`src/hdl/assert_macros.svh`:
```
// ----------------------------------------------------------------------------
// assert_macros.svh
// shared concurrent assertion macros, clocked on rising edge, reset disables
// ----------------------------------------------------------------------------
`ifndef ASSERT_MACROS_SVH
`define ASSERT_MACROS_SVH

// property holds in the same cycle whenever the antecedent is true
`define ASSERT_SAME(label, clk, rst_n, ante, cons, msg) \
  label: assert property (@(posedge clk) disable iff (!rst_n) (ante) |-> (cons)) \
    else $error(msg);

// consequent holds in the cycle after the antecedent
`define ASSERT_NEXT(label, clk, rst_n, ante, cons, msg) \
  label: assert property (@(posedge clk) disable iff (!rst_n) (ante) |=> (cons)) \
    else $error(msg);

`endif

```
`src/hdl/mvt_pkg.sv`:
```
// ----------------------------------------------------------------------------
// mvt_pkg
// shared types and constants of the 4x4 transform unit
// ----------------------------------------------------------------------------
package mvt_pkg;

  localparam int DATA_W = 32;
  localparam int VEC_N  = 4;
  localparam int IDX_W  = 2;

  localparam logic OP_LOAD      = 1'b0;
  localparam logic OP_TRANSFORM = 1'b1;

  typedef logic [DATA_W-1:0] word_t;

  localparam word_t SAT_MAX = {1'b0, {(DATA_W-1){1'b1}}};
  localparam word_t SAT_MIN = {1'b1, {(DATA_W-1){1'b0}}};

  // one item as it travels down the cell chain
  typedef struct packed {
    logic                    xf;
    logic [IDX_W-1:0]        col;
    logic [IDX_W-1:0]        row;
    word_t                   value;
    word_t [VEC_N-1:0]       vec;
  } item_t;

endpackage

```
`src/hdl/mvt_out_if.sv`:
```
// ----------------------------------------------------------------------------
// mvt_out_if
// result channel: transformed vector and saturation flag
// ----------------------------------------------------------------------------
interface mvt_out_if;
  logic                     valid;
  logic                     ready;
  logic signed [31:0]       out_x;
  logic signed [31:0]       out_y;
  logic signed [31:0]       out_z;
  logic signed [31:0]       out_w;
  logic                     overflow;

  modport source (
    output valid, out_x, out_y, out_z, out_w, overflow,
    input  ready
  );

  modport sink (
    input  valid, out_x, out_y, out_z, out_w, overflow,
    output ready
  );
endinterface

```
`src/hdl/mvt_sat.sv`:
```
// ----------------------------------------------------------------------------
// mvt_sat
// drops load items, scales the sums by the fraction bits, saturates to
// 32 bits and holds the result in the output register
// ----------------------------------------------------------------------------
module mvt_sat #(
  parameter int SUMW      = 66,
  parameter int FRAC_BITS = 16
) (
  input  logic                   clk,
  input  logic                   rst_n,
  input  logic                   up_valid,
  output logic                   up_ready,
  input  mvt_pkg::item_t         up_item,
  input  logic signed [SUMW-1:0] up_sum [mvt_pkg::VEC_N],
  mvt_out_if.source              out_ch
);

  localparam int OW = mvt_pkg::DATA_W;
  localparam logic signed [SUMW-1:0] MAXV = {{(SUMW-OW+1){1'b0}}, {(OW-1){1'b1}}};
  localparam logic signed [SUMW-1:0] MINV = {{(SUMW-OW+1){1'b1}}, {(OW-1){1'b0}}};

  logic signed [SUMW-1:0] sh      [mvt_pkg::VEC_N];
  mvt_pkg::word_t         res_nxt [mvt_pkg::VEC_N];
  logic [mvt_pkg::VEC_N-1:0] sat;

  logic                   out_valid_r;
  mvt_pkg::word_t         res_r [mvt_pkg::VEC_N];
  logic                   ovf_r;
  logic                   load;

  always_comb begin
    for (int i = 0; i < mvt_pkg::VEC_N; i++) begin
      sh[i] = up_sum[i] >>> FRAC_BITS;
      if (sh[i] > MAXV) begin
        res_nxt[i] = mvt_pkg::SAT_MAX;
        sat[i]     = 1'b1;
      end else if (sh[i] < MINV) begin
        res_nxt[i] = mvt_pkg::SAT_MIN;
        sat[i]     = 1'b1;
      end else begin
        res_nxt[i] = sh[i][OW-1:0];
        sat[i]     = 1'b0;
      end
    end
  end

  assign up_ready = !out_valid_r || out_ch.ready;
  assign load     = up_valid && up_ready && (up_item.xf == mvt_pkg::OP_TRANSFORM);

  always_ff @(posedge clk) begin
    if (!rst_n) begin
      out_valid_r <= 1'b0;
    end else if (up_ready) begin
      out_valid_r <= up_valid && (up_item.xf == mvt_pkg::OP_TRANSFORM);
    end
  end

  always_ff @(posedge clk) begin
    if (load) begin
      res_r <= res_nxt;
      ovf_r <= |sat;
    end
  end

  assign out_ch.valid    = out_valid_r;
  assign out_ch.out_x    = res_r[0];
  assign out_ch.out_y    = res_r[1];
  assign out_ch.out_z    = res_r[2];
  assign out_ch.out_w    = res_r[3];
  assign out_ch.overflow = ovf_r;

endmodule

```
`src/flat_wrapper.sv`:
```
// flat-port wrapper written by rule: the top's interface ports become plain ports
module mvt_sat_flat 
#(
  parameter int SUMW      = 66,
  parameter int FRAC_BITS = 16
)
  (clk, rst_n, up_valid, up_ready, up_item, up_sum, out_ch_valid, out_ch_out_x, out_ch_out_y, out_ch_out_z, out_ch_out_w, out_ch_overflow, out_ch_ready);
  mvt_out_if out_ch_i ();
  input  logic clk;
  input  logic rst_n;
  input  logic up_valid;
  output logic up_ready;
  input  mvt_pkg::item_t up_item;
  input  logic signed [SUMW-1:0] up_sum[mvt_pkg::VEC_N];
  output wire logic [$bits(out_ch_i.valid)-1:0] out_ch_valid;
  output wire logic [$bits(out_ch_i.out_x)-1:0] out_ch_out_x;
  output wire logic [$bits(out_ch_i.out_y)-1:0] out_ch_out_y;
  output wire logic [$bits(out_ch_i.out_z)-1:0] out_ch_out_z;
  output wire logic [$bits(out_ch_i.out_w)-1:0] out_ch_out_w;
  output wire logic [$bits(out_ch_i.overflow)-1:0] out_ch_overflow;
  input wire logic [$bits(out_ch_i.ready)-1:0] out_ch_ready;
  assign out_ch_valid = out_ch_i.valid;
  assign out_ch_out_x = out_ch_i.out_x;
  assign out_ch_out_y = out_ch_i.out_y;
  assign out_ch_out_z = out_ch_i.out_z;
  assign out_ch_out_w = out_ch_i.out_w;
  assign out_ch_overflow = out_ch_i.overflow;
  assign out_ch_i.ready = out_ch_ready;
  mvt_sat #(.SUMW(SUMW), .FRAC_BITS(FRAC_BITS)) u_core (.clk(clk), .rst_n(rst_n), .up_valid(up_valid), .up_ready(up_ready), .up_item(up_item), .up_sum(up_sum), .out_ch(out_ch_i));
endmodule
```
`config.mk`:
```
export PLATFORM = sky130hd
export DESIGN_NAME = mvt_sat_flat
export DESIGN_NICKNAME = d
export VERILOG_FILES = /design/src/hdl/assert_macros.svh /design/src/hdl/mvt_pkg.sv /design/src/hdl/mvt_out_if.sv /design/src/hdl/mvt_sat.sv /design/src/flat_wrapper.sv
export SDC_FILE = /design/constraint.sdc
export NUM_CORES = 1
export LEC_CHECK = 0
export BUFFER_PORTS_ARGS = -buffer_cell sky130_fd_sc_hd__buf_4
export CORE_AREA = 10 10 214 216
export CTS_CLUSTER_SIZE = 40
export DETAILED_ROUTE_END_ITERATION = 10
export DIE_AREA = 0 0 224 226
export MAX_ROUTING_LAYER = met4
export PLACE_DENSITY = 0.34
export SKIP_LAST_GASP = 1
export SLEW_MARGIN = 30
export SYNTH_ARGS = -nofsm -noshare
export SYNTH_HDL_FRONTEND = slang
export SYNTH_SLANG_ARGS = --single-unit
```
`constraint.sdc`:
```
create_clock -name clk -period 13.3 [get_ports clk]
set_clock_uncertainty 0.1 [all_clocks]
set_input_delay 2.66 -clock clk [delete_from_list [all_inputs] [get_ports clk]]
set_output_delay 2.66 -clock clk [all_outputs]
set_load 0.03 [all_outputs]
```
After elaboration in Yosys (flattened, before gate mapping)
Cells that the tools add are included.
{"block": "totals", "regBits": 130, "inputBits": 433, "out_inout_bits": 131, "elab_cells": 32}
{"block": "classes", "magnitude_cmp": 8, "n_mux": 12, "n_reduce_logical": 6}
{"op": "$gt A50 B32 Y1 const B", "count": 4}
{"op": "$lt A50 B32 Y1 const B", "count": 4}
{"op": "$mux W32", "count": 4}
{"op": "$mux W1", "count": 8}
{"op": "$reduce_or A4 Y1", "count": 1}
{"op": "$logic_and A1 B1 Y1", "count": 3}
{"op": "$logic_not A1 Y1", "count": 1}
{"op": "$logic_or A1 B1 Y1", "count": 1}

Longest topological paths before layout
Gate-level depths: netlist of the first run.
{"block": "logic_depth", "word_depth": 4, "ltp_mapped": 6, "depth_no_buf": 5}

Least setup slack after synthesis of the first run
OpenSTA, ideal clock, no wires.
{"block": "synth_path", "kind": "in2reg", "from": "input out_ch_ready", "to": "register u_core.res_r (netlist bit u_core.out_ch.out_w[0]) (enable)", "setup_ps": 633, "t_arrival_ps": 8716, "required_ps": 12567, "setup_slack_ps": 3851, "path_stages": 2, "n_path_buf": 0, "path_cell_list": "nand2b_1 -> nor2b_1"}
{"block": "synth_via", "elab_chain_cells": 3}
{"element": "start, declared", "line": "flat_wrapper.sv:21", "text": "input wire logic [$bits(out_ch_i.ready)-1:0] out_ch_ready;"}
{"element": "$logic_or A1 B1 Y1", "line": "mvt_sat.sv:48", "text": "assign up_ready = !out_valid_r || out_ch.ready;"}
{"element": "$logic_and A1 B1 Y1 (2 in series)", "line": "mvt_sat.sv:49", "text": "assign load = up_valid && up_ready && (up_item.xf == mvt_pkg::OP_TRANSFORM);"}
{"element": "named net u_core.load", "line": "mvt_sat.sv:30", "text": "logic load;"}
{"element": "end signal, assigned", "line": "mvt_sat.sv:61", "text": "res_r <= res_nxt;"}
{"element": "end, declared", "line": "mvt_sat.sv:28", "text": "mvt_pkg::word_t res_r [mvt_pkg::VEC_N];"}
The timed path passes the listed nets, and every way through them passes these cells.
A chain may end at the register's enable or synchronous reset.

Worst setup path in the final report of the first run
{"block": "layout_path", "from": "input out_ch_ready", "to": "output up_ready"}
{"block": "layout_via", "elab_chain_cells": 1}
{"element": "$logic_or A1 B1 Y1", "line": "mvt_sat.sv:48"}
{"element": "end, declared", "line": "flat_wrapper.sv:12", "text": "output logic up_ready;"}
Every way passes these cells.

==> run_results.csv, run 1 <==
group,metric,value,unit
floorplanning,io_pins,564,
floorplanning,floorplan.initialDensity,12.9,%
logic_synthesis,synth.avg_cell_area,11.5,um^2
timing,drv_slew,0,
timing,fmax,0.171,GHz
detailed_routing,drc,0,
floorplanning,die_area,50600,um^2
setup_path,crit_path_max_fanout,3,
finish,design_area,9240,um^2
finish,layout_common_cells,"buf_4 (344), nand2_1 (253), edfxtp_1 (129)",
global_routing,track_usage,9.81,%
pwr,p_leak,3.92,nW
finish,area_growth,71.9,%
cts,cts_root_buffer,"clkbuf_16",
setup_path,critical_path_arrival,3.10,ns
timing,slew_headroom,40.6,%
logic_synthesis,ys_ff_latch,130,
logic_synthesis,synth_fp_nets,902,
cts,cts_tree,"done",
finish,multi_input_area,1400,um^2
detailed_routing,vias_per_cell,3.49,
logic_synthesis,synth_cells,469,
placement,hpwl,18800,um
cts,cts_sinks,130,
detailed_routing,firstDrtPassIters,4,
timing,finalHoldViolations,0,
setup_path,path_class,"in2out",
cts,clk_path_buf_depth,2,
timing,rsz0062_at_grt,"no",
logic_synthesis,ys_types,16,
global_routing,antenna_found_initial,9,
cts,cts_setup_buffers,0,
global_routing,grt_max_degree,67,
timing,finalWorstSetupSlack,7.44,ns
finish,layout_commonest_cell,"buf_4",
finish,final_util,22.2,%
setup_path,cp.required,10.54,ns
cts,cts_buffers,17,
floorplanning,die_y,226,um
run,drv_cap,0,
cts,clk_pin_slew_worst_paths,0.06,ns
cts,clkLatencyLatePin,0.44,ns
detailed_routing,dr_total_vias,4768,
floorplanning,rows,75,
global_routing,first_global_vias,5194,
finish,fin_nets,1238,
cts,ctsResizeCount,0,
timing,period_minus_slack,5.86,ns
global_routing,grt_overflow,0,
placement,dp_worst_setup_slack,7.44,ns
detailed_routing,ant_nets,0,
finish,n_fill_cell,4577,
placement,place_congestion,0.784,
logic_synthesis,syn_area,5370,um^2
detailed_routing,drt-initial-drc-count,155,
placement,place_area,8580,um^2
pwr,p_per_area,125,nW/um^2
finish,drive_gt1_share,47.1,%
pwr,peakVddDrop,0.0847,mV
detailed_routing,wire_per_inst,17.9,um
logic_synthesis,yosys_warnings,0,
floorplanning,die_w,224,um
timing,min_period_over_period,44.1,%
logic_synthesis,seq_area_frac_synth,72.5,%
timing,tightest_slew,0.891,ns
cts,cts_hold_buf,0,
detailed_routing,wl,24500,um
global_routing,grt_pass1_wl,34800,um
timing,setup-tns-final,0,ns
setup_path,worst_setup_path_end_kind,"primary output",
cts,htree_levels,4,
status,status,"finished clean",
pwr,power.total,0.00116,W
floorplanning,core,41600,um^2
worst_hold_path,hold_class,"reg2reg",
placement,io_buffer_count,335,
setup_path,cp-start-kind,"primary input",
timing,finalSetupViolations,0,
finish,seq_area,3890,um^2
-- cells by family (layout without fill, tap and decap cells) --
family,Yosys count,in the layout,share of synthesized area (%)
DFF,130,130,72.5
and+or+nand+nor,298,298,23.0
other,0,10,0
buffers and inverters,32,381,2.79
AOI/OAI and AO/OA,9,9,1.72
-- sequential cells by signal, summed over array words and instances, names as in the netlist --
name / flops
u_core.out_ch.out_z: 32
u_core.out_ch.valid: 1
u_core.out_ch.out_x: 32
u_core.out_ch.out_y: 32
u_core.out_ch.overflow: 1
u_core.out_ch.out_w: 32
-- metrics by stage --
step	instances	hold WS [ns]
after floorplan	469	0.782
after global placement	1325	0.455
after detailed placement	1325	0.437
after CTS	1357	0.460
after global routing	1366	0.491
final	1367	0.459
-- path summary, 6_finish.rpt --
kind,start,end,slack [ns],depth (start not counted)
hold reg to reg,u_core.out_ch.valid$_SDFFE_PN0N_,u_core.out_ch.valid$_SDFFE_PN0N_,0.46,2
hold / removal,u_core.out_ch.valid$_SDFFE_PN0N_,u_core.out_ch.valid$_SDFFE_PN0N_,0.46,2
setup / recovery,out_ch_ready,up_ready,7.44,3
setup reg to reg,u_core.out_ch.valid$_SDFFE_PN0N_,u_core.out_ch.out_y[29]$_SDFFCE_PN1P_,10.85,4
-- worst max-delay path, cell delays in order --
cell and delay (ns):
buf_4 0.10, nand2b_1 0.16, buf_4 0.18
-- where the power goes --
group          switching (W)  internal [W]
combinational      0.0000929     0.0000714
clock               0.000200      0.000315
sequential        0.00000522      0.000474
-- Yosys cell counts, drive strengths merged --
master | count | area (um^2)
nand2 | 253 | 950
a21boi | 1 | 7.51
edfxtp | 129 | 3870
buf | 24 | 120
nor4 | 12 | 75.1
clkbuf | 4 | 15.0
o21ai | 4 | 20.0
dfxtp | 1 | 20.0
inv | 4 | 15.0
o41ai | 4 | 65.1
nand2b | 1 | 6.26
or4 | 8 | 60.1
nor2b | 1 | 6.26
nand4 | 18 | 113
or2 | 1 | 6.26
nand3 | 4 | 20.0
-- layer usage --
metal	part of all wire (%)	routed length, um	track usage [%]
met5	0	0	-
met4	1.3	328	2.90
met3	15	3560	6.93
met2	43	10600	14.3
met1	41	10000	10.5
-- final cells by class --
type / instances / area share, %
Antenna cell: 10 / 0.271
Clock buffer: 17 / 4.61
Clock inverter: 15 / 2.22
Inverter: 4 / 0.163
Multi-Input combinational cell: 307 / 15.2
Sequential cell: 130 / 42.2
Tap cell: 539 / 7.30
Timing Repair Buffer: 345 / 28.1
Note: power is estimated with default switching activity, not from simulation.
==> inputs of run 2 (changes only) <==
Settings changed: CORE_AREA 10 10 214 216 to 10 10 213 215, DIE_AREA 0 0 224 226 to 0 0 223 225, PLACE_DENSITY 0.34 to 0.35.
Clock period 13.3 ns to 4.7 ns, I/O delays scaled along.
==> run_results.csv, run 2 (synthesis gave the netlist of run 1 again) <==
group,metric,value,unit
timing,min_period_over_period,58.2,%
global_routing,met1_usage,11.3,%
timing,tightest_slew,0.813,ns
cts,clkLatencyLatePin,0.44,ns
cts,clk_path_buf_depth,2,
setup_path,crit_cells,6,
global_routing,antenna_found_initial,6,
finish,drive_gt1_share,47.2,%
setup_path,path_common_cell,"nand4_1",
cts,cts_setup_buffers,0,
global_routing,grt_max_degree,130,
cts,cts_hold_buf,0,
worst_hold_path,hold_path_depth,2,
setup_path,crit_family,"simple AND/OR/NAND/NOR gates",
placement,hpwl,19100,um
floorplanning,floorplan.initialDensity,13.0,%
run,drv_cap,0,
detailed_routing,ant_nets,0,
setup_path,cp-start-kind,"primary input",
pwr,p_per_area,347,nW/um^2
timing,period_minus_slack,2.74,ns
cts,clk_pin_slew_worst_paths,0.06,ns
global_routing,track_usage,9.86,%
global_routing,top_usage_layer,"met2",
detailed_routing,dr_total_vias,4814,
finish,layout_commonest_cell,"buf_4",
detailed_routing,drt-initial-drc-count,190,
global_routing,grt_overflow,0,
timing,setup-tns-final,0,ns
global_routing,use_met3,6.60,%
floorplanning,io_pins,564,
cts,cts_sinks,130,
pwr,power.total,0.00319,W
setup_path,path_class,"in2reg",
placement,place_congestion,0.729,
setup_path,crit_path_max_fanout,15,
floorplanning,core,41400,um^2
setup_path,cp_num_buf_inv,1,
pwr,peakVddDrop,0.235,mV
cts,ctsResizeCount,0,
global_routing,grt_util_met2,13.4,%
floorplanning,die_w,223,um
floorplanning,die_y,225,um
setup_path,path_cells,"buf_4 > nand4_1 > or4_1 > o21ai_2 > nand4_1 > or2_1",
worst_hold_path,hold_class,"reg2reg",
floorplanning,die_area,50200,um^2
pwr,p_leak,3.90,nW
cts,cts_tree,"done",
setup_path,cp.required,4.79,ns
global_routing,first_global_vias,5173,
timing,finalHoldViolations,0,
cts,htree_levels,4,
finish,fin_nets,1240,
detailed_routing,firstDrtPassIters,4,
placement,io_buffer_count,335,
cts,cts_buffers,17,
setup_path,slowest_stage,"o21ai_2",
finish,layout_common_cells,"buf_4 (346), nand2_1 (253), edfxtp_1 (129)",
setup_path,reg2regPathDepth,3,
finish,area_growth,71.3,%
timing,finalSetupViolations,0,
setup_path,worst_setup_path_end_kind,"flop",
setup_path,cpPeakStageDelay,0.65,ns
timing,fmax,0.365,GHz
detailed_routing,drc,0,
detailed_routing,vias_per_cell,3.52,
status,status,"finished clean",
global_routing,grt_pass1_wl,34800,um
floorplanning,rows,75,
timing,slew_headroom,45.8,%
setup_path,critical_path_arrival,2.83,ns
detailed_routing,wire_per_inst,18.0,um
timing,rsz0062_at_grt,"no",
timing,drv_slew,0,
cts,cts_root_buffer,"clkbuf_16",
detailed_routing,wl,24600,um
## run 2: cell count changes in the layout (fill, tap and decap cells not counted), moves of 2 or more
cell,before,now
buf_4,344,346
bufinv_16,4,2
clkinv_4,4,0
clkinvlp_4,2,5
diode_2,10,7
inv_6,3,5
## run 2: worst min-delay path, delay by kind of cell (launching register included)
family | cells | cell delay, ns
simple gates | 1 | 0.12
flops | 1 | 0.32
compound gates | 1 | 0.09
## run 2: final timing paths
check | startpoint | end | slack [ns]
worst max-delay path | up_sum[124] | u_core.out_ch.overflow$_DFFE_PP_ | 1.96
worst min-delay path | u_core.out_ch.valid$_SDFFE_PN0N_ | u_core.out_ch.valid$_SDFFE_PN0N_ | 0.47
worst max register to register | u_core.out_ch.valid$_SDFFE_PN0N_ | u_core.out_ch.out_w[22]$_SDFFCE_PN1P_ | 2.90
worst min register to register | u_core.out_ch.valid$_SDFFE_PN0N_ | u_core.out_ch.valid$_SDFFE_PN0N_ | 0.47
## run 2: stage by stage
stage | cells | util (%) | cell area [um^2] | setup slack [ns] | hold WS (ns)
floorplan | 469 | - | 5380 | 0.883 | 0.789
finish | 1366 | 22.2 | 9200 | 1.96 | 0.472
CTS | 1359 | 22.2 | 9190 | 1.96 | 0.481
global placement | 1327 | 20.8 | 8600 | 1.43 | 0.462
global route | 1365 | 22.2 | 9200 | 1.83 | 0.531
detailed placement | 1327 | 20.8 | 8600 | 1.45 | 0.458
## run 2: layer usage
| metal | share of wire (%) | routed length [um] |
|---|---|---|
| met5 | 0 | 0 |
| met4 | 1.2 | 296 |
| met3 | 14 | 3420 |
| met2 | 42 | 10200 |
| met1 | 43 | 10700 |
## run 2: area by class of cell
class / count / area [um^2]
Inverter: 4 / 15.0
Antenna cell: 7 / 17.5
Clock inverter: 15 / 155
Timing Repair Buffer: 347 / 2620
Fill cell: 4556 / 32200
Sequential cell: 130 / 3890
Tap cell: 539 / 674
Clock buffer: 17 / 425
Multi-Input combinational cell: 307 / 1400
## run 2: report_power, final
group	internal, W	switching (W)	total, W
logic	0.000204	0.000269	0.000474
registers	0.00134	0.0000135	0.00136
clock network	0.000784	0.000580	0.00136
